==> src/rtl/tvrs_pkg.sv <==
// Shared types, widths and constants of the truth versus reco sum anomaly monitor.
package tvrs_pkg;

   localparam int EnergyW  = 24;
   localparam int MomW     = 24;
   localparam int MomThrW  = 25;
   localparam int Q12W     = 16;
   localparam int LevelW   = 17;
   localparam int IntervW  = 16;
   localparam int ESumW    = 34;
   localparam int PSumW    = 35;
   localparam int SqW      = 48;
   localparam int RootW    = 24;
   localparam int CsrIdxW  = 3;
   localparam int CsrDataW = 25;

   localparam int DefMaxParticles = 1024;

   typedef enum logic [1:0] {
      OP_TRUTH = 2'd0,
      OP_RECO  = 2'd1,
      OP_END   = 2'd2,
      OP_NONE  = 2'd3
   } tvrs_op_type;

   localparam logic [CsrIdxW-1:0] CSR_ENERGY_THR = 3'd0;
   localparam logic [CsrIdxW-1:0] CSR_MOM_THR    = 3'd1;
   localparam logic [CsrIdxW-1:0] CSR_MAX_ANOM   = 3'd2;
   localparam logic [CsrIdxW-1:0] CSR_INTERVAL   = 3'd3;
   localparam logic [CsrIdxW-1:0] CSR_ALERT_LVL  = 3'd4;

   localparam logic [Q12W-1:0]    MAX_ANOM_RESET  = 16'd4096;
   localparam logic [IntervW-1:0] INTERVAL_RESET  = 16'd1;
   localparam logic [LevelW-1:0]  ALERT_LVL_RESET = 17'd6554;
   localparam logic [LevelW-1:0]  LEVEL_ONE       = 17'd65536;

   typedef struct packed {
      logic [EnergyW-1:0] energy_cut;
      logic [MomThrW-1:0] mom_cut;
      logic [Q12W-1:0]    max_anomaly;
      logic [IntervW-1:0] report_interval;
      logic [LevelW-1:0]  alert_level;
   } tvrs_cfg_type;

   typedef struct packed {
      tvrs_op_type        op;
      logic [EnergyW-1:0] energy;
      logic               e_ok;
      logic               p_ok;
      logic [SqW-1:0]     sq;
   } tvrs_item_type;

endpackage

==> src/rtl/tvrs_ifs.sv <==
// Handshake channel interfaces for particle items and anomaly results.
interface tvrs_req_if;
   logic                         valid;
   logic                         ready;
   logic [1:0]                   op;
   logic [tvrs_pkg::EnergyW-1:0] particle_energy;
   logic [tvrs_pkg::MomW-1:0]    mom_x;
   logic [tvrs_pkg::MomW-1:0]    mom_y;
   logic [tvrs_pkg::MomW-1:0]    mom_z;
   modport source (output valid, op, particle_energy, mom_x, mom_y, mom_z, input ready);
   modport sink (input valid, op, particle_energy, mom_x, mom_y, mom_z, output ready);
endinterface

interface tvrs_rsp_if;
   logic                        valid;
   logic                        ready;
   logic [tvrs_pkg::Q12W-1:0]   energy_dev;
   logic [tvrs_pkg::Q12W-1:0]   mom_dev;
   logic [tvrs_pkg::LevelW-1:0] anomaly_level;
   logic                        alert;
   modport source (output valid, energy_dev, mom_dev, anomaly_level, alert,
                   input ready);
   modport sink (input valid, energy_dev, mom_dev, anomaly_level, alert,
                 output ready);
endinterface

==> src/rtl/tvrs_front.sv <==
// Front end: takes items, squares the momentum and classifies against thresholds.
module tvrs_front (
   input  logic                    clock,
   input  logic                    reset,
   tvrs_req_if.sink                req_chan,
   input  tvrs_pkg::tvrs_cfg_type  cfg,
   output tvrs_pkg::tvrs_item_type push_item,
   output logic                    push_valid,
   input  logic                    push_full
);
   import tvrs_pkg::*;

   typedef enum logic [1:0] {F_IDLE, F_MUL, F_PUSH} fstate_type;

   fstate_type         state_ff;
   logic [1:0]         step_ff;
   tvrs_op_type        op_ff;
   logic [EnergyW-1:0] energy_ff;
   logic [MomW-1:0]    ax_ff, ay_ff, az_ff;
   logic [2*MomThrW-1:0] prod_ff;
   logic [SqW-1:0]     sq_ff;

   logic [MomThrW-1:0]   mul_a;
   logic [2*MomThrW-1:0] prod_in;
   logic [MomW-1:0]      ax_in, ay_in, az_in;

   function automatic logic [MomW-1:0] mag(input logic [MomW-1:0] v);
      mag = v[MomW-1] ? (~v + MomW'(1)) : v;
   endfunction

   assign ax_in = mag(req_chan.mom_x);
   assign ay_in = mag(req_chan.mom_y);
   assign az_in = mag(req_chan.mom_z);

   // one shared multiplier: three squares, then the threshold squared
   always_comb begin
      case (step_ff)
         2'd0:    mul_a = {1'b0, ax_ff};
         2'd1:    mul_a = {1'b0, ay_ff};
         2'd2:    mul_a = {1'b0, az_ff};
         default: mul_a = cfg.mom_cut;
      endcase
      prod_in = mul_a * mul_a;
   end

   assign req_chan.ready   = (state_ff == F_IDLE);
   assign push_valid       = (state_ff == F_PUSH);
   assign push_item.op     = op_ff;
   assign push_item.energy = energy_ff;
   assign push_item.e_ok   = energy_ff > cfg.energy_cut;
   assign push_item.p_ok   = {2'b00, sq_ff} > prod_ff;
   assign push_item.sq     = sq_ff;

   always_ff @(posedge clock) begin
      if (reset) begin
         state_ff <= F_IDLE;
         step_ff  <= 2'd0;
      end else begin
         unique case (state_ff)
            F_IDLE: begin
               if (req_chan.valid) begin
                  op_ff     <= tvrs_op_type'(req_chan.op);
                  energy_ff <= req_chan.particle_energy;
                  ax_ff     <= ax_in;
                  ay_ff     <= ay_in;
                  az_ff     <= az_in;
                  sq_ff     <= '0;
                  step_ff   <= 2'd0;
                  case (tvrs_op_type'(req_chan.op)) inside
                     OP_TRUTH, OP_RECO: state_ff <= F_MUL;
                     OP_END:            state_ff <= F_PUSH;
                     default:           state_ff <= F_IDLE;
                  endcase
               end
            end
            F_MUL: begin
               prod_ff <= prod_in;
               if (step_ff != 2'd0) sq_ff <= sq_ff + prod_ff[SqW-1:0];
               step_ff <= step_ff + 2'd1;
               if (step_ff == 2'd3) state_ff <= F_PUSH;
            end
            F_PUSH: begin
               if (!push_full) state_ff <= F_IDLE;
            end
            default: state_ff <= F_IDLE;
         endcase
      end
   end

endmodule

==> src/rtl/tvrs_queue.sv <==
// Two-entry queue of classified items between front and back.
module tvrs_queue (
   input  logic                    clock,
   input  logic                    reset,
   input  logic                    push,
   input  tvrs_pkg::tvrs_item_type wdata,
   output logic                    full,
   input  logic                    pop,
   output tvrs_pkg::tvrs_item_type rdata,
   output logic                    empty
);
   import tvrs_pkg::*;

   tvrs_item_type mem_ff [2];
   logic          wr_ff, rd_ff;
   logic [1:0]    count_ff;
   logic          do_push, do_pop;

   assign full    = (count_ff == 2'd2);
   assign empty   = (count_ff == 2'd0);
   assign do_push = push && !full;
   assign do_pop  = pop && !empty;
   assign rdata   = mem_ff[rd_ff];

   always_ff @(posedge clock) begin
      if (do_push) mem_ff[wr_ff] <= wdata;
      if (reset) begin
         wr_ff    <= 1'b0;
         rd_ff    <= 1'b0;
         count_ff <= 2'd0;
      end else begin
         if (do_push) wr_ff <= ~wr_ff;
         if (do_pop)  rd_ff <= ~rd_ff;
         count_ff <= count_ff + {1'b0, do_push} - {1'b0, do_pop};
      end
   end

endmodule

==> src/rtl/tvrs_back.sv <==
// Back end: sums with saturation, square root loop, shared divider and result register.
module tvrs_back #(
   parameter int MAX_PARTICLES = tvrs_pkg::DefMaxParticles
) (
   input  logic                    clock,
   input  logic                    reset,
   input  tvrs_pkg::tvrs_cfg_type  cfg,
   input  tvrs_pkg::tvrs_item_type item,
   input  logic                    item_valid,
   output logic                    pop,
   tvrs_rsp_if.source              rsp_chan
);
   import tvrs_pkg::*;

   localparam int CntW = $clog2(MAX_PARTICLES + 1);
   localparam logic [CntW-1:0] CntMax = CntW'(MAX_PARTICLES);

   typedef enum logic [2:0] {B_IDLE, B_SQRT, B_PREP, B_DIV, B_OUT} bstate_type;
   typedef enum logic [1:0] {P_E, P_M, P_L} phase_type;

   bstate_type          state_ff;
   phase_type           phase_ff;
   logic [ESumW-1:0]    te_ff, re_ff;
   logic [PSumW-1:0]    tp_ff, rp_ff;
   logic [CntW-1:0]     tcnt_ff, rcnt_ff;
   logic [IntervW-1:0]  evt_ff;
   logic                reco_ff;
   logic [SqW-1:0]      n_ff;
   logic [SqW:0]        root_ff, bit_ff;
   logic [PSumW-1:0]    r_ff, den_ff;
   logic [Q12W-1:0]     low_ff, q_ff;
   logic [3:0]          dstep_ff;
   logic [Q12W-1:0]     ea_ff, ma_ff;
   logic [LevelW-1:0]   lvl_ff;
   logic                rsp_valid_ff;
   logic [Q12W-1:0]     rsp_ea_ff, rsp_ma_ff;
   logic [LevelW-1:0]   rsp_lvl_ff;
   logic                rsp_alert_ff;

   logic                is_reco, cnt_full;
   logic [ESumW:0]      te_add, re_add;
   logic [ESumW-1:0]    te_in, re_in;
   logic [SqW:0]        trial, root_in;
   logic                take;
   logic [PSumW:0]      tp_add, rp_add;
   logic [PSumW-1:0]    tp_in, rp_in;
   logic [IntervW-1:0]  evt_in, interval;
   logic [PSumW-1:0]    dv_t, dv_r, dv_d;
   logic [LevelW-1:0]   s_sum, lim;
   logic [PSumW:0]      dv_trial;
   logic                dv_ge;
   logic [PSumW-1:0]    r_in;
   logic [Q12W-1:0]     q_in;
   logic                rsp_load;

   assign is_reco  = (item.op == OP_RECO);
   assign cnt_full = is_reco ? (rcnt_ff >= CntMax) : (tcnt_ff >= CntMax);

   assign te_add = {1'b0, te_ff} + (ESumW+1)'(item.energy);
   assign re_add = {1'b0, re_ff} + (ESumW+1)'(item.energy);
   assign te_in  = te_add[ESumW] ? '1 : te_add[ESumW-1:0];
   assign re_in  = re_add[ESumW] ? '1 : re_add[ESumW-1:0];

   // one step of the bit-pair square root
   assign trial   = root_ff + bit_ff;
   assign take    = {1'b0, n_ff} >= trial;
   assign root_in = take ? ((root_ff >> 1) + bit_ff) : (root_ff >> 1);

   assign tp_add = {1'b0, tp_ff} + (PSumW+1)'(root_in[RootW-1:0]);
   assign rp_add = {1'b0, rp_ff} + (PSumW+1)'(root_in[RootW-1:0]);
   assign tp_in  = tp_add[PSumW] ? '1 : tp_add[PSumW-1:0];
   assign rp_in  = rp_add[PSumW] ? '1 : rp_add[PSumW-1:0];

   assign evt_in   = evt_ff + IntervW'(1);
   assign interval = (cfg.report_interval == '0) ? IntervW'(1) : cfg.report_interval;

   assign dv_t  = (phase_ff == P_E) ? {1'b0, te_ff} : tp_ff;
   assign dv_r  = (phase_ff == P_E) ? {1'b0, re_ff} : rp_ff;
   assign dv_d  = (dv_r > dv_t) ? (dv_r - dv_t) : (dv_t - dv_r);
   assign s_sum = {1'b0, ea_ff} + {1'b0, ma_ff};
   assign lim   = (cfg.max_anomaly == '0) ? LevelW'(2) : {cfg.max_anomaly, 1'b0};

   // one restoring division step
   assign dv_trial = {r_ff, low_ff[Q12W-1]};
   assign dv_ge    = dv_trial >= {1'b0, den_ff};
   assign r_in     = dv_ge ? PSumW'(dv_trial - {1'b0, den_ff}) : dv_trial[PSumW-1:0];
   assign q_in     = {q_ff[Q12W-2:0], dv_ge};

   assign rsp_load = (state_ff == B_OUT) && (!rsp_valid_ff || rsp_chan.ready);

   assign pop                    = (state_ff == B_IDLE) && item_valid;
   assign rsp_chan.valid         = rsp_valid_ff;
   assign rsp_chan.energy_dev    = rsp_ea_ff;
   assign rsp_chan.mom_dev       = rsp_ma_ff;
   assign rsp_chan.anomaly_level = rsp_lvl_ff;
   assign rsp_chan.alert         = rsp_alert_ff;

   always_ff @(posedge clock) begin
      if (reset) begin
         state_ff     <= B_IDLE;
         phase_ff     <= P_E;
         te_ff        <= '0;
         re_ff        <= '0;
         tp_ff        <= '0;
         rp_ff        <= '0;
         tcnt_ff      <= '0;
         rcnt_ff      <= '0;
         evt_ff       <= '0;
         rsp_valid_ff <= 1'b0;
      end else begin
         if (rsp_load)            rsp_valid_ff <= 1'b1;
         else if (rsp_chan.ready) rsp_valid_ff <= 1'b0;
         unique case (state_ff)
            B_IDLE: begin
               if (item_valid) begin
                  case (item.op) inside
                     OP_TRUTH, OP_RECO: begin
                        if (!cnt_full) begin
                           if (is_reco) begin
                              rcnt_ff <= rcnt_ff + CntW'(1);
                              if (item.e_ok) re_ff <= re_in;
                           end else begin
                              tcnt_ff <= tcnt_ff + CntW'(1);
                              if (item.e_ok) te_ff <= te_in;
                           end
                           if (item.p_ok) begin
                              reco_ff  <= is_reco;
                              n_ff     <= item.sq;
                              root_ff  <= '0;
                              bit_ff   <= (SqW+1)'(1) << (SqW - 2);
                              state_ff <= B_SQRT;
                           end
                        end
                     end
                     OP_END: begin
                        if (evt_in < interval) begin
                           evt_ff  <= evt_in;
                           te_ff   <= '0;
                           re_ff   <= '0;
                           tp_ff   <= '0;
                           rp_ff   <= '0;
                           tcnt_ff <= '0;
                           rcnt_ff <= '0;
                        end else begin
                           evt_ff   <= '0;
                           phase_ff <= P_E;
                           state_ff <= B_PREP;
                        end
                     end
                     default: ;
                  endcase
               end
            end
            B_SQRT: begin
               if (take) n_ff <= n_ff - trial[SqW-1:0];
               root_ff <= root_in;
               bit_ff  <= bit_ff >> 2;
               if (bit_ff == (SqW+1)'(1)) begin
                  if (reco_ff) rp_ff <= rp_in;
                  else         tp_ff <= tp_in;
                  state_ff <= B_IDLE;
               end
            end
            B_PREP: begin
               q_ff     <= '0;
               dstep_ff <= '0;
               if (phase_ff == P_L) begin
                  if (s_sum >= lim) begin
                     lvl_ff   <= LEVEL_ONE;
                     state_ff <= B_OUT;
                  end else begin
                     r_ff     <= PSumW'(s_sum);
                     den_ff   <= PSumW'(lim);
                     low_ff   <= '0;
                     state_ff <= B_DIV;
                  end
               end else if (dv_t == '0 || {4'b0000, dv_d} >= {dv_t, 4'b0000}) begin
                  // zero truth gives zero, sixteen times or more saturates
                  if (phase_ff == P_E) begin
                     ea_ff    <= (dv_t == '0) ? '0 : '1;
                     phase_ff <= P_M;
                  end else begin
                     ma_ff    <= (dv_t == '0) ? '0 : '1;
                     phase_ff <= P_L;
                  end
               end else begin
                  r_ff     <= {4'b0000, dv_d[PSumW-1:4]};
                  den_ff   <= dv_t;
                  low_ff   <= {dv_d[3:0], 12'h000};
                  state_ff <= B_DIV;
               end
            end
            B_DIV: begin
               r_ff     <= r_in;
               low_ff   <= {low_ff[Q12W-2:0], 1'b0};
               q_ff     <= q_in;
               dstep_ff <= dstep_ff + 4'd1;
               if (dstep_ff == 4'd15) begin
                  unique case (phase_ff)
                     P_E: begin
                        ea_ff    <= q_in;
                        phase_ff <= P_M;
                        state_ff <= B_PREP;
                     end
                     P_M: begin
                        ma_ff    <= q_in;
                        phase_ff <= P_L;
                        state_ff <= B_PREP;
                     end
                     default: begin
                        lvl_ff   <= {1'b0, q_in};
                        state_ff <= B_OUT;
                     end
                  endcase
               end
            end
            B_OUT: begin
               // hold until the result register is free, then clear the event
               if (rsp_load) begin
                  rsp_ea_ff    <= ea_ff;
                  rsp_ma_ff    <= ma_ff;
                  rsp_lvl_ff   <= lvl_ff;
                  rsp_alert_ff <= lvl_ff > cfg.alert_level;
                  te_ff        <= '0;
                  re_ff        <= '0;
                  tp_ff        <= '0;
                  rp_ff        <= '0;
                  tcnt_ff      <= '0;
                  rcnt_ff      <= '0;
                  state_ff     <= B_IDLE;
               end
            end
            default: state_ff <= B_IDLE;
         endcase
      end
   end

endmodule

==> src/rtl/truth_vs_reco_sum_anomaly_core.sv <==
// Top level of the truth versus reco sum anomaly monitor.
//
// Particles (op 0 truth, 1 reco) and end-of-event marks (op 2) enter on req_chan; op 3 is
// dropped. The front holds one particle at a time: it accepts it, makes four passes of its
// shared squaring multiplier, then hands it over into a two-entry queue, stalling while
// the queue is full; an end mark skips the multiplier. The back settles a particle as it
// pops it, or runs the 24-step square-root loop when its momentum passes the threshold,
// so that loop sets the sustained rate. A reporting end of event runs up to three 16-step
// divisions on one shared divider (a zero or saturated ratio skips its division), then the
// result is held in an output register until transferred on rsp_chan; further items keep
// flowing in until the queue fills. Registers are written through csr_we / csr_index /
// csr_wdata; the user must write only while the block is idle, which it does not enforce.
module truth_vs_reco_sum_anomaly_core #(
   parameter int MAX_PARTICLES = tvrs_pkg::DefMaxParticles
) (
   input  logic                           clock,
   input  logic                           reset,
   tvrs_req_if.sink                       req_chan,
   tvrs_rsp_if.source                     rsp_chan,
   input  logic                           csr_we,
   input  logic [tvrs_pkg::CsrIdxW-1:0]   csr_index,
   input  logic [tvrs_pkg::CsrDataW-1:0]  csr_wdata
);
   import tvrs_pkg::*;

   tvrs_cfg_type  cfg_ff;
   tvrs_item_type push_item, pop_item;
   logic          push_valid, q_full, q_empty, q_pop;

   always_ff @(posedge clock) begin
      if (reset) begin
         cfg_ff.energy_cut      <= '0;
         cfg_ff.mom_cut         <= '0;
         cfg_ff.max_anomaly     <= MAX_ANOM_RESET;
         cfg_ff.report_interval <= INTERVAL_RESET;
         cfg_ff.alert_level     <= ALERT_LVL_RESET;
      end else if (csr_we) begin
         unique case (csr_index)
            CSR_ENERGY_THR: cfg_ff.energy_cut      <= csr_wdata[EnergyW-1:0];
            CSR_MOM_THR:    cfg_ff.mom_cut         <= csr_wdata[MomThrW-1:0];
            CSR_MAX_ANOM:   cfg_ff.max_anomaly     <= csr_wdata[Q12W-1:0];
            CSR_INTERVAL:   cfg_ff.report_interval <= csr_wdata[IntervW-1:0];
            CSR_ALERT_LVL:  cfg_ff.alert_level     <= csr_wdata[LevelW-1:0];
            default: ;
         endcase
      end
   end

   tvrs_front u_front (
      .clock      (clock),
      .reset      (reset),
      .req_chan   (req_chan),
      .cfg        (cfg_ff),
      .push_item  (push_item),
      .push_valid (push_valid),
      .push_full  (q_full)
   );

   tvrs_queue u_queue (
      .clock (clock),
      .reset (reset),
      .push  (push_valid),
      .wdata (push_item),
      .full  (q_full),
      .pop   (q_pop),
      .rdata (pop_item),
      .empty (q_empty)
   );

   tvrs_back #(.MAX_PARTICLES(MAX_PARTICLES)) u_back (
      .clock      (clock),
      .reset      (reset),
      .cfg        (cfg_ff),
      .item       (pop_item),
      .item_valid (!q_empty),
      .pop        (q_pop),
      .rsp_chan   (rsp_chan)
   );

   a_level_range: assert property (@(posedge clock) disable iff (reset)
      rsp_chan.valid |-> rsp_chan.anomaly_level <= LEVEL_ONE)
      else $error("anomaly level above one");

   a_alert_match: assert property (@(posedge clock) disable iff (reset)
      rsp_chan.valid |-> (rsp_chan.alert == (rsp_chan.anomaly_level > cfg_ff.alert_level)))
      else $error("alert does not match level");

   a_front_busy: assert property (@(posedge clock) disable iff (reset)
      (req_chan.valid && req_chan.ready && (req_chan.op == OP_TRUTH || req_chan.op == OP_RECO))
      |=> !req_chan.ready)
      else $error("front took a particle while squaring");

endmodule

==> src/flat_wrapper.sv <==
// flat-port wrapper written by rule: the top's interface ports become plain ports
module truth_vs_reco_sum_anomaly_core_flat import tvrs_pkg::*;
#(
   parameter int MAX_PARTICLES = tvrs_pkg::DefMaxParticles
)
  (clock, reset, csr_we, csr_index, csr_wdata, req_chan_valid, req_chan_op, req_chan_particle_energy, req_chan_mom_x, req_chan_mom_y, req_chan_mom_z, req_chan_ready, rsp_chan_valid, rsp_chan_energy_dev, rsp_chan_mom_dev, rsp_chan_anomaly_level, rsp_chan_alert, rsp_chan_ready);
  tvrs_req_if req_chan_i ();
  tvrs_rsp_if rsp_chan_i ();
  input  logic clock;
  input  logic reset;
  input  logic csr_we;
  input  logic [tvrs_pkg::CsrIdxW-1:0] csr_index;
  input  logic [tvrs_pkg::CsrDataW-1:0] csr_wdata;
  input wire logic [$bits(req_chan_i.valid)-1:0] req_chan_valid;
  input wire logic [$bits(req_chan_i.op)-1:0] req_chan_op;
  input wire logic [$bits(req_chan_i.particle_energy)-1:0] req_chan_particle_energy;
  input wire logic [$bits(req_chan_i.mom_x)-1:0] req_chan_mom_x;
  input wire logic [$bits(req_chan_i.mom_y)-1:0] req_chan_mom_y;
  input wire logic [$bits(req_chan_i.mom_z)-1:0] req_chan_mom_z;
  output wire logic [$bits(req_chan_i.ready)-1:0] req_chan_ready;
  output wire logic [$bits(rsp_chan_i.valid)-1:0] rsp_chan_valid;
  output wire logic [$bits(rsp_chan_i.energy_dev)-1:0] rsp_chan_energy_dev;
  output wire logic [$bits(rsp_chan_i.mom_dev)-1:0] rsp_chan_mom_dev;
  output wire logic [$bits(rsp_chan_i.anomaly_level)-1:0] rsp_chan_anomaly_level;
  output wire logic [$bits(rsp_chan_i.alert)-1:0] rsp_chan_alert;
  input wire logic [$bits(rsp_chan_i.ready)-1:0] rsp_chan_ready;
  assign req_chan_i.valid = req_chan_valid;
  assign req_chan_i.op = req_chan_op;
  assign req_chan_i.particle_energy = req_chan_particle_energy;
  assign req_chan_i.mom_x = req_chan_mom_x;
  assign req_chan_i.mom_y = req_chan_mom_y;
  assign req_chan_i.mom_z = req_chan_mom_z;
  assign req_chan_ready = req_chan_i.ready;
  assign rsp_chan_valid = rsp_chan_i.valid;
  assign rsp_chan_energy_dev = rsp_chan_i.energy_dev;
  assign rsp_chan_mom_dev = rsp_chan_i.mom_dev;
  assign rsp_chan_anomaly_level = rsp_chan_i.anomaly_level;
  assign rsp_chan_alert = rsp_chan_i.alert;
  assign rsp_chan_i.ready = rsp_chan_ready;
  truth_vs_reco_sum_anomaly_core #(.MAX_PARTICLES(MAX_PARTICLES)) u_core (.clock(clock), .reset(reset), .req_chan(req_chan_i), .rsp_chan(rsp_chan_i), .csr_we(csr_we), .csr_index(csr_index), .csr_wdata(csr_wdata));
endmodule
==> config.mk <==
export PLATFORM = sky130hd
export DESIGN_NAME = truth_vs_reco_sum_anomaly_core_flat
export DESIGN_NICKNAME = d
export VERILOG_FILES = /design/src/rtl/tvrs_pkg.sv /design/src/rtl/tvrs_ifs.sv /design/src/rtl/tvrs_front.sv /design/src/rtl/tvrs_queue.sv /design/src/rtl/tvrs_back.sv /design/src/rtl/truth_vs_reco_sum_anomaly_core.sv /design/src/flat_wrapper.sv
export SDC_FILE = /design/constraint.sdc
export NUM_CORES = 2
export LEC_CHECK = 0
export ABC_AREA = 1
export BUFFER_PORTS_ARGS = -buffer_cell sky130_fd_sc_hd__buf_2
export CAP_MARGIN = 30
export CORE_UTILIZATION = 65
export DETAILED_ROUTE_END_ITERATION = 7
export GPL_TIMING_DRIVEN = 0
export PLACE_DENSITY = 0.81
export SLEW_MARGIN = 10
export SYNTH_ARGS = -nofsm -noshare
export SYNTH_HDL_FRONTEND = slang
export SYNTH_HIERARCHICAL = 1
export SYNTH_SLANG_ARGS = --single-unit
export TNS_END_PERCENT = 30
==> constraint.sdc <==
create_clock -name clock -period 15.5 [get_ports clock]
set_input_delay 0.775 -clock clock [delete_from_list [all_inputs] [get_ports clock]]
set_output_delay 0.775 -clock clock [all_outputs]
set_load 0.01 [all_outputs]
==> run metrics <==
CP required ~16000 ps; CTS Buf Count 102; Yosys top cell area share 23.0%; CP Class reg -> reg; drt first pass iters 8; worst-case headroom to the max-slew limit a little under a third; filler cell count in the final layout around 11000; num ports about 180; minimum clock period after layout about 8800 ps; Seq/Total Area, Yosys approximately 30%; Slew Viols, Final 0; multi-input logic area 51800 sq um; share of async-settable or async-resettable flops after synthesis 0%; Die Span X roughly 370 microns; worst hold-check path type in -> reg; Max Freq 114 MHz; CTS clk-pin slew, worst paths ~60 ps; via count about 80000; share of layout cells above drive strength 1 7.42%; CTS tree built; clk_lat worst skew 770 ps; fin util between 70% and 80%; CTS root buf clkbuf_16; Critical Path AT between 9000 and 10000 ps; Final Hold Fails 0; clock skew 77.1 ps; Setup Viol. Count Final 0; CP Max Fanout 10; Max Cap Violations 0; worst reg-to-reg setup slack about 6700 ps; Post-Syn Nets roughly 12000; Synth area leaders edfxtp_1, fa_1, nand2_1, ha_1, inv_1; via density per instance 5.93; Starting Density between 60% and 70%; status complete, but fails checks; postcts setup bufs 0; nets about 13000; unrepaired setup endpoints after global routing false; H-tree depth 3; WHS ~200 ps; Post-Syn Area between 80000 and 90000 sq um; Detail Route Antenna Nets 0; Post-Synthesis Cells between 10000 and 15000; Routed wire per std cell approximately 21 microns; register area 25600 sq um; largest net degree at the start of global routing 60; top post-synthesis cells by count nand2_1, inv_1, nor2_1; Buffers on Ports about 180; Largest stage delay, worst path between 700 and 800 ps; cell row count 133; slowest cell on the critical path fa_1; post-route cell area about 93000 sq um; Distinct cells, synth 79; Placed Cells 13100; CTS sink count 950; Post-DP Area around 90000 sq um; post-CTS sizing 0; Max Buffers Root-to-Sink 3; Main synth FF type edfxtp_1; die area roughly 130000 sq um; Synth Area per Inst between 7 and 8 sq um; startpoint types register; most common cell in the netlist nand2_1; initial antenna violation count 4; Post-synth EDFFs approximately 660; R2R cell count 31; final RePlAce weighted congestion around 1.1; DP HPWL roughly 230000 microns; failing checks DRC; Worst-Margin Slew about 1000 ps; Post-Layout Cell Count about 13000; WHS Path Cells 1; Yosys top cell by area edfxtp_1; DRT Wirelength ~280000 microns; number of global-route vias before repair between 70000 and 80000; area delta synth->final 8.24%; DR DRC count 4; gr usage total about two fifths; Core ar. about 130000 sq um; Starting DRT DRC Count 9108; Yosys reg bits between 900 and 1000; fin crit share around 57%; Chip Height 366 microns; first-pass GRT wire length about 430000 microns; CTS Hold Bufs 0; Ys Warns 6; GRT overflow 0; Critical Path End Type register
==> per-layer routing <==
| metal | GRT usage (%) | part of all wire [%] | vias up |
|---|---|---|---|
| met5 | 0 | 0.011 | - |
| met4 | 19.5 | 5.5 | 6 |
| met3 | 7.69 | 11 | 892 |
| met2 | 64.5 | 44 | 4571 |
| met1 | 54.5 | 39 | 37100 |
| li1 | - | - | 36600 |
==> cell families after synthesis <==
kind of cell / synth area share [%]
XOR/XNOR: 4.17
buffers and inverters: 10.3
flip-flops: 29.7
AND/OR/NAND/NOR: 21.8
multiplexers: 1.21
adder cells (fa/ha/maj): 21.3
AO/OA/AOI/OAI: 11.6
==> state kept, by name (all words and copies together), names as in the netlist, 34 cells and up, named ones only <==
| register | cells |
|---|---|
| u_core/u_queue/mem_ff | 152 |
| u_core/cfg_ff | 98 |
| u_core/u_back/root_ff | 49 |
| u_core/u_front/prod_ff | 49 |
| u_core/u_back/n_ff | 48 |
| u_core/u_front/sq_ff | 48 |
| u_core/u_back/den_ff | 35 |
| u_core/u_back/r_ff | 35 |
| u_core/u_back/rp_ff | 35 |
| u_core/u_back/tp_ff | 35 |
| u_core/u_back/re_ff | 34 |
| u_core/u_back/te_ff | 34 |
==> through the flow <==
stage	TNS (ps)	setup WS, ps
after floorplan	0	4400
after global placement	-74530	-1560
after detailed placement	0	7030
after CTS	0	7050
final	0	6690
after global routing	0	6540
==> worst max-delay path: cells and delay by family (launching register included) <==
kind | cells | cell delay (ps)
fa+ha+maj | 9 | 4460
buf+inv | 10 | 1450
compound gates | 4 | 1220
flops | 1 | 400
simple gates | 8 | 1040
==> worst paths after layout <==
kind | end | from
max | u_core/u_front/prod_ff[35] | u_core/u_front/step_ff[0]
min | u_core/u_front/energy_ff[9] | req_chan_particle_energy[9]
max reg2reg | u_core/u_front/prod_ff[35] | u_core/u_front/step_ff[0]
min reg2reg | u_core/u_back/rsp_chan.mom_dev[4] | u_core/u_back/ma_ff[4]
==> cell type report <==
class | count | share of cell area (%)
Sequential cell | 950 | 27.5
Buffer | 247 | 1.44
Clock buffer | 126 | 2.94
Tap cell | 1755 | 2.35
Clock inverter | 64 | 0.684
Timing Repair Buffer | 225 | 1.51
Antenna cell | 9 | 0.0241
Multi-Input combinational cell | 7966 | 55.5
Inverter | 2002 | 8.06
==> layout by cell type (no fill, tap or decap), types with 16 or more instances in the layout <==
master     netlist  layout
nor2_1        1212    1209
mux2_4          40      40
o21ai_2         17      17
clkinv_2         0      16
edfxtp_1       661     661
xor2_1         242     242
o21a_1          34      34
fa_1           475     475
inv_2           51      52
buf_4           25      41
a21o_1          39      39
or2_2           51      51
o21ai_1         55      62
xnor2_1        167     167
nor4_1          26      25
nand4_1         87      87
clkbuf_1        92     108
o21bai_1        36      36
buf_2           86     272
nand2_1       2377    2377
inv_1         1947    1945
clkbuf_16        0     104
a31oi_1         31      31
nor2_2          34      35
o211ai_1        35      35
buf_6           28      35
mux2_2          36      36
a21boi_0        18      17
nand3_1        496     496
nor2_4          18      20
dfxtp_1        289     289
nor3_1         116     112
ha_1           707     707
a21oi_1        807     807
a22o_1          21      21
o21ai_0        586     579
Power is left out: the tool's default activity adds up to more than one toggle a clock period on the data nets, which glitch-free logic cannot reach.
